### config.mk
export PLATFORM = sky130hd
export DESIGN_NAME = pwm_duty_ramp_fader
export DESIGN_NICKNAME = d
export VERILOG_FILES = /design/src/sv/pdrf_pkg.sv /design/src/sv/pdrf_ctrl.sv /design/src/sv/pdrf_dp.sv /design/src/sv/pwm_duty_ramp_fader.sv
export SDC_FILE = /design/constraint.sdc
export NUM_CORES = 1
export LEC_CHECK = 0
export ABC_CLOCK_PERIOD_IN_PS = 4400
export BUFFER_PORTS_ARGS = -buffer_cell sky130_fd_sc_hd__buf_2
export CORE_UTILIZATION = 40
export DETAILED_ROUTE_END_ITERATION = 6
export GPL_ROUTABILITY_DRIVEN = 0
export PLACE_DENSITY = 0.65
export SYNTH_ARGS = -nofsm -noshare
export SYNTH_HDL_FRONTEND = slang
export SYNTH_SLANG_ARGS = --single-unit
### constraint.sdc
create_clock -name clk -period 4.4 [get_ports clk]
set_input_delay 0.88 -clock clk [delete_from_list [all_inputs] [get_ports clk]]
set_output_delay 0.88 -clock clk [all_outputs]
set_load 0.01 [all_outputs]
### src/sv/pdrf_pkg.sv
package pdrf_pkg;

	localparam int SLOTS_DEFAULT = 100;
	localparam int RAMP_W_DEFAULT = 16;

	localparam int DUTY_W = 7;
	localparam int RAMP_REG_W = 16;
	localparam int CFG_IDX_W = 3;
	localparam int CFG_DATA_W = 16;
	localparam int IN_DATA_W = 8;
	localparam int OUT_DATA_W = 16;

	localparam logic [CFG_IDX_W-1:0] REG_START_DUTY = 3'd0;
	localparam logic [CFG_IDX_W-1:0] REG_TARGET_DUTY = 3'd1;
	localparam logic [CFG_IDX_W-1:0] REG_RAMP_PERIODS = 3'd2;
	localparam logic [CFG_IDX_W-1:0] REG_CYCLE_ENABLE = 3'd3;
	localparam logic [CFG_IDX_W-1:0] REG_SMOOTH_ENABLE = 3'd4;
	localparam logic [CFG_IDX_W-1:0] REG_RUN_ENABLE = 3'd5;

	localparam logic [DUTY_W-1:0] START_DUTY_RST = 7'd100;
	localparam logic [DUTY_W-1:0] TARGET_DUTY_RST = 7'd75;
	localparam logic [RAMP_REG_W-1:0] RAMP_PERIODS_RST = 16'd250;

	typedef enum logic {
		ST_IDLE,
		ST_DIV
	} state_t;

	typedef struct packed {
		logic take;
		logic div_step;
		logic div_last;
	} cmd_t;

	typedef struct packed {
		logic ramp_start;
	} sts_t;

endpackage

### src/sv/pdrf_ctrl.sv
module pdrf_ctrl #(
	parameter int RAMP_COUNT_WIDTH = pdrf_pkg::RAMP_W_DEFAULT
) (
	input  logic             clk,
	input  logic             arst_n,
	input  logic             s_tvalid,
	output logic             s_tready,
	output logic             m_tvalid,
	input  logic             m_tready,
	input  pdrf_pkg::sts_t   sts,
	output pdrf_pkg::cmd_t   cmd
);
	import pdrf_pkg::*;

	localparam int CNT_W = $clog2(RAMP_COUNT_WIDTH);
	localparam logic [CNT_W-1:0] CNT_LAST = CNT_W'(RAMP_COUNT_WIDTH - 1);

	state_t state_q, state_d;
	logic [CNT_W-1:0] cnt_q;
	logic valid_q;
	logic take;

	assign s_tready = (state_q == ST_IDLE) && (!valid_q || m_tready);
	assign take = s_tvalid && s_tready;
	assign m_tvalid = valid_q;

	always_comb begin
		state_d = state_q;
		unique case (state_q)
			ST_IDLE: begin
				if (take && sts.ramp_start)
					state_d = ST_DIV;
			end
			ST_DIV: begin
				if (cnt_q == CNT_LAST)
					state_d = ST_IDLE;
			end
			default: state_d = ST_IDLE;
		endcase
	end

	always_comb begin
		cmd.take = take;
		cmd.div_step = 1'b0;
		cmd.div_last = 1'b0;
		unique case (state_q)
			ST_IDLE: ;
			ST_DIV: begin
				cmd.div_step = 1'b1;
				cmd.div_last = (cnt_q == CNT_LAST);
			end
			default: ;
		endcase
	end

	always_ff @(posedge clk or negedge arst_n) begin
		if (!arst_n) begin
			state_q <= ST_IDLE;
			cnt_q <= '0;
			valid_q <= 1'b0;
		end else begin
			state_q <= state_d;
			if (state_q == ST_DIV)
				cnt_q <= cnt_q + 1'b1;
			else
				cnt_q <= '0;
			if (take)
				valid_q <= 1'b1;
			else if (m_tready)
				valid_q <= 1'b0;
		end
	end

endmodule

### src/sv/pdrf_dp.sv
module pdrf_dp #(
	parameter int SLOTS_PER_PERIOD = pdrf_pkg::SLOTS_DEFAULT,
	parameter int RAMP_COUNT_WIDTH = pdrf_pkg::RAMP_W_DEFAULT
) (
	input  logic                              clk,
	input  logic                              arst_n,
	input  logic                              advance,
	input  logic                              cfg_we,
	input  logic [pdrf_pkg::CFG_IDX_W-1:0]    cfg_index,
	input  logic [pdrf_pkg::CFG_DATA_W-1:0]   cfg_wdata,
	input  pdrf_pkg::cmd_t                    cmd,
	output pdrf_pkg::sts_t                    sts,
	output logic                              pin_level,
	output logic [pdrf_pkg::DUTY_W-1:0]       duty_now,
	output logic                              ramping
);
	import pdrf_pkg::*;

	localparam int W = RAMP_COUNT_WIDTH;
	localparam int SLOT_W = $clog2(SLOTS_PER_PERIOD);
	localparam int CMP_W = (SLOT_W > DUTY_W) ? SLOT_W : DUTY_W;
	localparam logic [SLOT_W-1:0] SLOT_LAST = SLOT_W'(SLOTS_PER_PERIOD - 1);

	logic [RAMP_REG_W-1:0] ramp_q;
	logic cycle_q, smooth_q, run_q;

	logic [SLOT_W-1:0] slot_q;
	logic [DUTY_W-1:0] duty_q, goal_q, origin_q;
	logic [W-1:0] pc_q, si_q, ic_q;
	logic down_q, active_q;

	logic [DUTY_W-1:0] rem_q, dvs_q;
	logic [W-1:0] quo_q;

	logic pin_q, ramping_q;
	logic [DUTY_W-1:0] duty_now_q;

	logic go;
	logic [W-1:0] len;
	logic hit, start, jump;
	logic [DUTY_W-1:0] duty_b, goal_b, steps;
	logic down_b;

	logic at_end;
	logic [W-1:0] pc_dec, ic_inc;
	logic stepping;
	logic [DUTY_W-1:0] duty_e;

	logic [DUTY_W:0] shifted;
	logic ge;
	logic [DUTY_W-1:0] rem_n;
	logic [W-1:0] quo_n;

	assign go = advance && run_q;
	assign len = W'(ramp_q);

	always_comb begin
		hit = 1'b0;
		goal_b = goal_q;
		if (go && slot_q == '0 && !active_q) begin
			if (duty_q == goal_q) begin
				if (cycle_q) begin
					goal_b = origin_q;
					hit = (duty_q != origin_q);
				end
			end else begin
				hit = 1'b1;
			end
		end
		jump = hit && (len == '0);
		start = hit && (len != '0);
		duty_b = jump ? goal_b : duty_q;
		down_b = goal_b < duty_q;
		steps = down_b ? (duty_q - goal_b) : (goal_b - duty_q);
	end

	assign sts.ramp_start = start;

	always_comb begin
		at_end = go && (slot_q == SLOT_LAST) && active_q;
		pc_dec = pc_q - 1'b1;
		ic_inc = ic_q + 1'b1;
		stepping = ic_inc >= si_q;
		duty_e = duty_q;
		if (stepping && smooth_q) begin
			if (down_q && duty_q > goal_q)
				duty_e = duty_q - 1'b1;
			else if (!down_q && duty_q < goal_q)
				duty_e = duty_q + 1'b1;
		end
		if (pc_dec == '0)
			duty_e = goal_q;
	end

	always_comb begin
		shifted = {rem_q, quo_q[W-1]};
		ge = shifted >= {1'b0, dvs_q};
		rem_n = ge ? DUTY_W'(shifted - {1'b0, dvs_q}) : shifted[DUTY_W-1:0];
		quo_n = {quo_q[W-2:0], ge};
	end

	always_ff @(posedge clk) begin
		if (cmd.take && start) begin
			rem_q <= '0;
			quo_q <= len;
			dvs_q <= steps;
		end else if (cmd.div_step) begin
			rem_q <= rem_n;
			quo_q <= quo_n;
		end
	end

	always_ff @(posedge clk) begin
		if (cmd.take) begin
			pin_q <= run_q && (CMP_W'(slot_q) < CMP_W'(duty_b));
			duty_now_q <= duty_b;
			ramping_q <= active_q || start;
		end
	end

	assign pin_level = pin_q;
	assign duty_now = duty_now_q;
	assign ramping = ramping_q;

	always_ff @(posedge clk or negedge arst_n) begin
		if (!arst_n) begin
			ramp_q <= RAMP_PERIODS_RST;
			cycle_q <= 1'b1;
			smooth_q <= 1'b1;
			run_q <= 1'b1;
			slot_q <= '0;
			duty_q <= START_DUTY_RST;
			goal_q <= TARGET_DUTY_RST;
			origin_q <= START_DUTY_RST;
			pc_q <= '0;
			si_q <= '0;
			ic_q <= '0;
			down_q <= 1'b0;
			active_q <= 1'b0;
		end else if (cfg_we) begin
			unique case (cfg_index)
				REG_START_DUTY: begin
					duty_q <= cfg_wdata[DUTY_W-1:0];
					origin_q <= cfg_wdata[DUTY_W-1:0];
				end
				REG_TARGET_DUTY: begin
					goal_q <= cfg_wdata[DUTY_W-1:0];
				end
				REG_RAMP_PERIODS: ramp_q <= cfg_wdata[RAMP_REG_W-1:0];
				REG_CYCLE_ENABLE: cycle_q <= cfg_wdata[0];
				REG_SMOOTH_ENABLE: smooth_q <= cfg_wdata[0];
				REG_RUN_ENABLE: run_q <= cfg_wdata[0];
				default: ;
			endcase
		end else begin
			if (cmd.div_last)
				si_q <= (quo_n == '0) ? W'(1) : quo_n;
			if (cmd.take && go) begin
				if (slot_q == SLOT_LAST)
					slot_q <= '0;
				else
					slot_q <= slot_q + 1'b1;
				goal_q <= goal_b;
				if (at_end) begin
					pc_q <= pc_dec;
					ic_q <= stepping ? '0 : ic_inc;
					duty_q <= duty_e;
					if (pc_dec == '0)
						active_q <= 1'b0;
				end else begin
					duty_q <= duty_b;
					if (start) begin
						origin_q <= duty_q;
						down_q <= down_b;
						pc_q <= len;
						ic_q <= '0;
						active_q <= 1'b1;
					end
				end
			end
		end
	end

endmodule

### src/sv/pwm_duty_ramp_fader.sv
// PWM duty ramp fader: drives one PWM pin with SLOTS_PER_PERIOD slots per period
// and fades the duty one step of 1/SLOTS_PER_PERIOD at a time between two levels if smooth_enable is set.
// Input stream s_*: one word per slot; tdata[0] = advance (1 moves a slot on, if run_enable).
// Output stream m_*: one word per input word: pin level, duty in use, ramp flag.
// Config port: cfg_we writes cfg_wdata into register cfg_index (0 start_duty,
// 1 target_duty, 2 ramp_periods, 3 cycle_enable, 4 smooth_enable, 5 run_enable).
// The result of a word is registered and shows on m_tvalid in the cycle after it is taken.
// Throughput: one word per cycle while the receiver is ready, except after a word
// that starts a ramp: the step interval is then found by a restoring divider, one
// quotient bit per cycle, and s_tready stays low while the divider runs.
// A stalled receiver holds the result register; a new word is taken in the cycle
// the waiting result leaves.
// Reset loads the register defaults (100, 75, 250, 1, 1, 1), puts the duty at
// start_duty and the slot count at zero, with no ramp in progress.
module pwm_duty_ramp_fader #(
	parameter int SLOTS_PER_PERIOD = pdrf_pkg::SLOTS_DEFAULT,
	parameter int RAMP_COUNT_WIDTH = pdrf_pkg::RAMP_W_DEFAULT
) (
	input  logic                              clk,
	input  logic                              arst_n,
	input  logic                              s_tvalid,
	output logic                              s_tready,
	input  logic [pdrf_pkg::IN_DATA_W-1:0]    s_tdata,   // [0] advance
	output logic                              m_tvalid,
	input  logic                              m_tready,
	output logic [pdrf_pkg::OUT_DATA_W-1:0]   m_tdata,   // [0] pin_level, [7:1] duty_now, [8] ramping
	input  logic                              cfg_we,
	input  logic [pdrf_pkg::CFG_IDX_W-1:0]    cfg_index,
	input  logic [pdrf_pkg::CFG_DATA_W-1:0]   cfg_wdata
);
	import pdrf_pkg::*;

	cmd_t cmd;
	sts_t sts;
	logic pin_level, ramping;
	logic [DUTY_W-1:0] duty_now;
	logic unused_in;

	assign unused_in = ^s_tdata[IN_DATA_W-1:1];

	pdrf_ctrl #(
		.RAMP_COUNT_WIDTH(RAMP_COUNT_WIDTH)
	) u_ctrl (
		.clk(clk),
		.arst_n(arst_n),
		.s_tvalid(s_tvalid),
		.s_tready(s_tready),
		.m_tvalid(m_tvalid),
		.m_tready(m_tready),
		.sts(sts),
		.cmd(cmd)
	);

	pdrf_dp #(
		.SLOTS_PER_PERIOD(SLOTS_PER_PERIOD),
		.RAMP_COUNT_WIDTH(RAMP_COUNT_WIDTH)
	) u_dp (
		.clk(clk),
		.arst_n(arst_n),
		.advance(s_tdata[0] ^ (unused_in & 1'b0)),
		.cfg_we(cfg_we),
		.cfg_index(cfg_index),
		.cfg_wdata(cfg_wdata),
		.cmd(cmd),
		.sts(sts),
		.pin_level(pin_level),
		.duty_now(duty_now),
		.ramping(ramping)
	);

	assign m_tdata = {{(OUT_DATA_W - DUTY_W - 2){1'b0}}, ramping, duty_now, pin_level};

	a_ramp_stall: assert property (@(posedge clk) disable iff (!arst_n)
		(cmd.take && sts.ramp_start) |=> !s_tready)
		else $error("input taken while step interval divide runs");

	a_take_result: assert property (@(posedge clk) disable iff (!arst_n)
		cmd.take |=> m_tvalid)
		else $error("taken word gave no result");

	a_pin_duty: assert property (@(posedge clk) disable iff (!arst_n)
		(m_tvalid && m_tdata[0]) |-> (m_tdata[7:1] != '0))
		else $error("pin high at zero duty");

endmodule
==> impl_metrics.json <==
{
  "final_nets": 1060,
  "syn_area_per_cell_um2": 9.688,
  "fin_hold_ws_ns": 0.4593,
  "area_growth_pct": 13.06,
  "die_area_um2": 22810,
  "drv_cap": 0,
  "end_kind": "flop",
  "synthDistinctLibCells": 77,
  "grt_pass1_vias": 6692,
  "gr-usage-all-layers_pct": 19.42,
  "ant_nets": 0,
  "worstHoldPathType": "reg2reg",
  "first_iter_violations": 385,
  "setup_viol": 0,
  "grt_busiest_layer": "met2",
  "worstSkewPairLatency_ns": 0.43,
  "dp_hpwl_um": 15130,
  "start_util_pct": 40.71,
  "synthAdderAreaFrac_pct": 9.352,
  "hold_viol_final": 0,
  "grt_max_degree": 64,
  "powerDensity_nw_per_um2": 570.0,
  "synthXorXnorAreaFrac_pct": 3.944,
  "cp_slowest_cell": "dfstp_2",
  "ys_warn_count": 0,
  "path_cells": "inv_1, ha_1, nand3_1, nor2_2, and3_2, mux2i_1, ha_1, nor2b_1, o21ai_0, a21oi_1, o41ai_2, buf_4, mux2i_1, a221o_1, a31oi_1, xnor2_1",
  "maxSlewViolCount": 0,
  "port_buffers": 35,
  "ys_seq_area_share_pct": 41.68,
  "first_pass_iters": 5,
  "use_met2_pct": 30.73,
  "synth-seq-cells": 142,
  "slowest_delay_ns": 0.55,
  "min_period_ns": 4.125,
  "antenna_found_initial": 0,
  "finalCritPeriodShare_pct": 93.75,
  "crit_type": "reg2reg",
  "maxSlewHeadroom_pct": 33.51,
  "skew_ns": 0.009112,
  "wl_um": 20600,
  "crit_fanout": 9,
  "clkSinkCount": 142,
  "synthMuxAreaShare_pct": 9.042,
  "numCtsBuffers": 17,
  "gr-total-overflow": 0,
  "fin_setup_tns_ns": 0,
  "drive_above_1_share_pct": 18.73,
  "use_met1_pct": 25.63,
  "rsz0062_at_grt": "no",
  "wl_per_cell_um": 16.39,
  "synth_flop_cell": "dfrtp_1",
  "synth_compound_area_share_pct": 15.55,
  "tightest_slew_ns": 0.9974,
  "synthArstFlopShare_pct": 72.54,
  "vdd_drop_max_mv": 0.3694,
  "vias": 6820,
  "htree_levels": 4,
  "synth_top_family_by_area": "compound AO/OA/AOI/OAI gates",
  "chipHeight_um": 151.0,
  "synthCells": 917,
  "clkTransAtPathRegs_ns": 0.06,
  "synthesis.area_um2": 8884,
  "fmax_mhz": 242.4,
  "core.rowCount": 54,
  "drc_errors": 0,
  "avgViaCountPerCell": 5.426,
  "clock-root-buffer": "clkbuf_16",
  "cp.required_ns": 4.58,
  "post_synth_and_or_nand_nor_area_fraction_pct": 14.56,
  "cts_tree": "built",
  "die_w_um": 151.0,
  "diodes": 0,
  "status": "completed",
  "cp.arrival_ns": 4.30,
  "core_um2": 21820,
  "p_leak_uw": 0.004514,
  "fillers": 2037,
  "ios": 50,
  "start_kind": "flop",
  "use_met3_pct": 3.916,
  "synth_enable_flop_cells": 32,
  "clock_path_buffers": 2,
  "grt_pass1_wl_um": 33760,
  "ctsHoldBuffers": 0,
  "power_uw": 5725
}
==> area by class of cell <==
cell class,instances,area [um2],share of cell area [%]
repair buffers,67,417.9,4.161
flip-flops and latches,142,3702,36.86
multi-input cells,657,4707,46.87
inverters,79,296.5,2.953
well taps,280,350.3,3.488
clock buffers,18,439.2,4.373
clock inverters,14,130.1,1.296
==> cell usage after synthesis, types with 19 or more instances <==
cell       n  area (um2)
a21oi_1   47       235.2
clkbuf_1  27       101.4
dfrtp_1   84        2102
dfstp_2   19       499.2
edfxtp_1  32       960.9
ha_1      60       750.7
inv_1     77       289.0
mux2_2    46       518.0
mux2i_1   27       270.3
nand2_1   56       210.2
nand3_1   21       105.1
nor2_1    73       274.0
o21ai_0   74       370.4
xnor2_1   28       245.2
==> cells by family after synthesis <==
logic type,after synthesis
compound gates,216
mux,74
xor+xnor,40
buf+inv,124
fa+ha+maj,64
simple gates,256
other cells,1
flops,142
==> metrics by stage <==
step | utilization [%] | cells | area, um2 | setup slack (ns)
floorplan | - | 923 | 8906 | 0.2911
global placement | 43.23 | 1221 | 9435 | 0.1149
detailed placement | 43.23 | 1221 | 9435 | 0.05315
CTS | 45.84 | 1253 | 10000 | 0.1172
global route | 46.02 | 1257 | 10040 | 0.03689
finish | 46.02 | 1257 | 10040 | 0.2751
==> sequential cells by signal, summed over array words and instances (netlist names), 4 cells and up <==
register,count
u_dp.slot_q,7
u_dp.goal_q,7
u_dp.si_q,16
u_dp.dvs_q,7
u_dp.ic_q,16
u_dp.quo_q,16
u_dp.origin_q,7
u_dp.duty_q,7
u_ctrl.cnt_q,4
u_dp.rem_q,7
u_dp.duty_now,7
u_dp.len,16
u_dp.pc_q,16
==> placed cells by master, fill, tap and decap left out, drive strengths merged, types with 11 or more instances in the layout <==
cell / synthesis / final
nor4: 17 / 17
edfxtp: 32 / 32
inv: 78 / 84
nand2: 56 / 56
o21ai: 76 / 76
mux2: 47 / 47
buf: 18 / 67
nor2: 74 / 74
xnor2: 28 / 28
mux2i: 27 / 27
ha: 60 / 60
dfrtp: 84 / 84
nand4: 16 / 16
nand3: 21 / 21
dfstp: 19 / 19
and3: 11 / 11
a21oi: 47 / 47
o22ai: 15 / 15
nor3: 17 / 17
clkbuf: 27 / 18
xor2: 12 / 12
==> power breakdown <==
part	total [uW]	internal (uW)	switching, uW
logic	2310	1060	1250
clock network	1410	801	611
registers	2010	1760	243
==> critical path: cells and delay by family, from the launching register on <==
family                     cells  cell delay [ns]
AOI/OAI and AO/OA              5             1.21
and+or+nand+nor                4             0.75
adders and majority gates      2             0.59
DFF                            1             0.55
muxes                          2             0.37
buffers and inverters          2             0.29
xor gates and xnor gates       1             0.10
==> worst paths after layout <==
path | from | endpoint | slack [ns] | cells past startpoint
min | u_ctrl.cnt_q[0] | u_ctrl.cnt_q[0] | 0.46 | 1
max | u_dp.goal_q[1] | u_dp.dvs_q[6] | 0.28 | 16
min reg2reg | u_ctrl.cnt_q[0] | u_ctrl.cnt_q[0] | 0.46 | 1
max in group asynchronous | arst_n | u_dp.duty_q[2] | 3.00 | 2
max reg2reg | u_dp.goal_q[1] | u_dp.dvs_q[6] | 0.28 | 16
min in group asynchronous | arst_n | u_dp.ic_q[9] | 0.53 | 1
==> repair_timing <==
| action | CTS | global route |
|---|---|---|
| resized for setup | 0 | 3 |
| setup buffers | 0 | 4 |
| setup endpoints to repair | 0 | 1 |
==> routing by layer <==
| metal | part of all wire [%] | vias up |
|---|---|---|
| met5 | 0 | - |
| li1 | - | 3362 |
| met3 | 4.3 | 40 |
| met1 | 47 | 3256 |
| met2 | 46 | 162 |
| met4 | 2.8 | 0 |
Note: power is estimated with default switching activity, not from simulation.
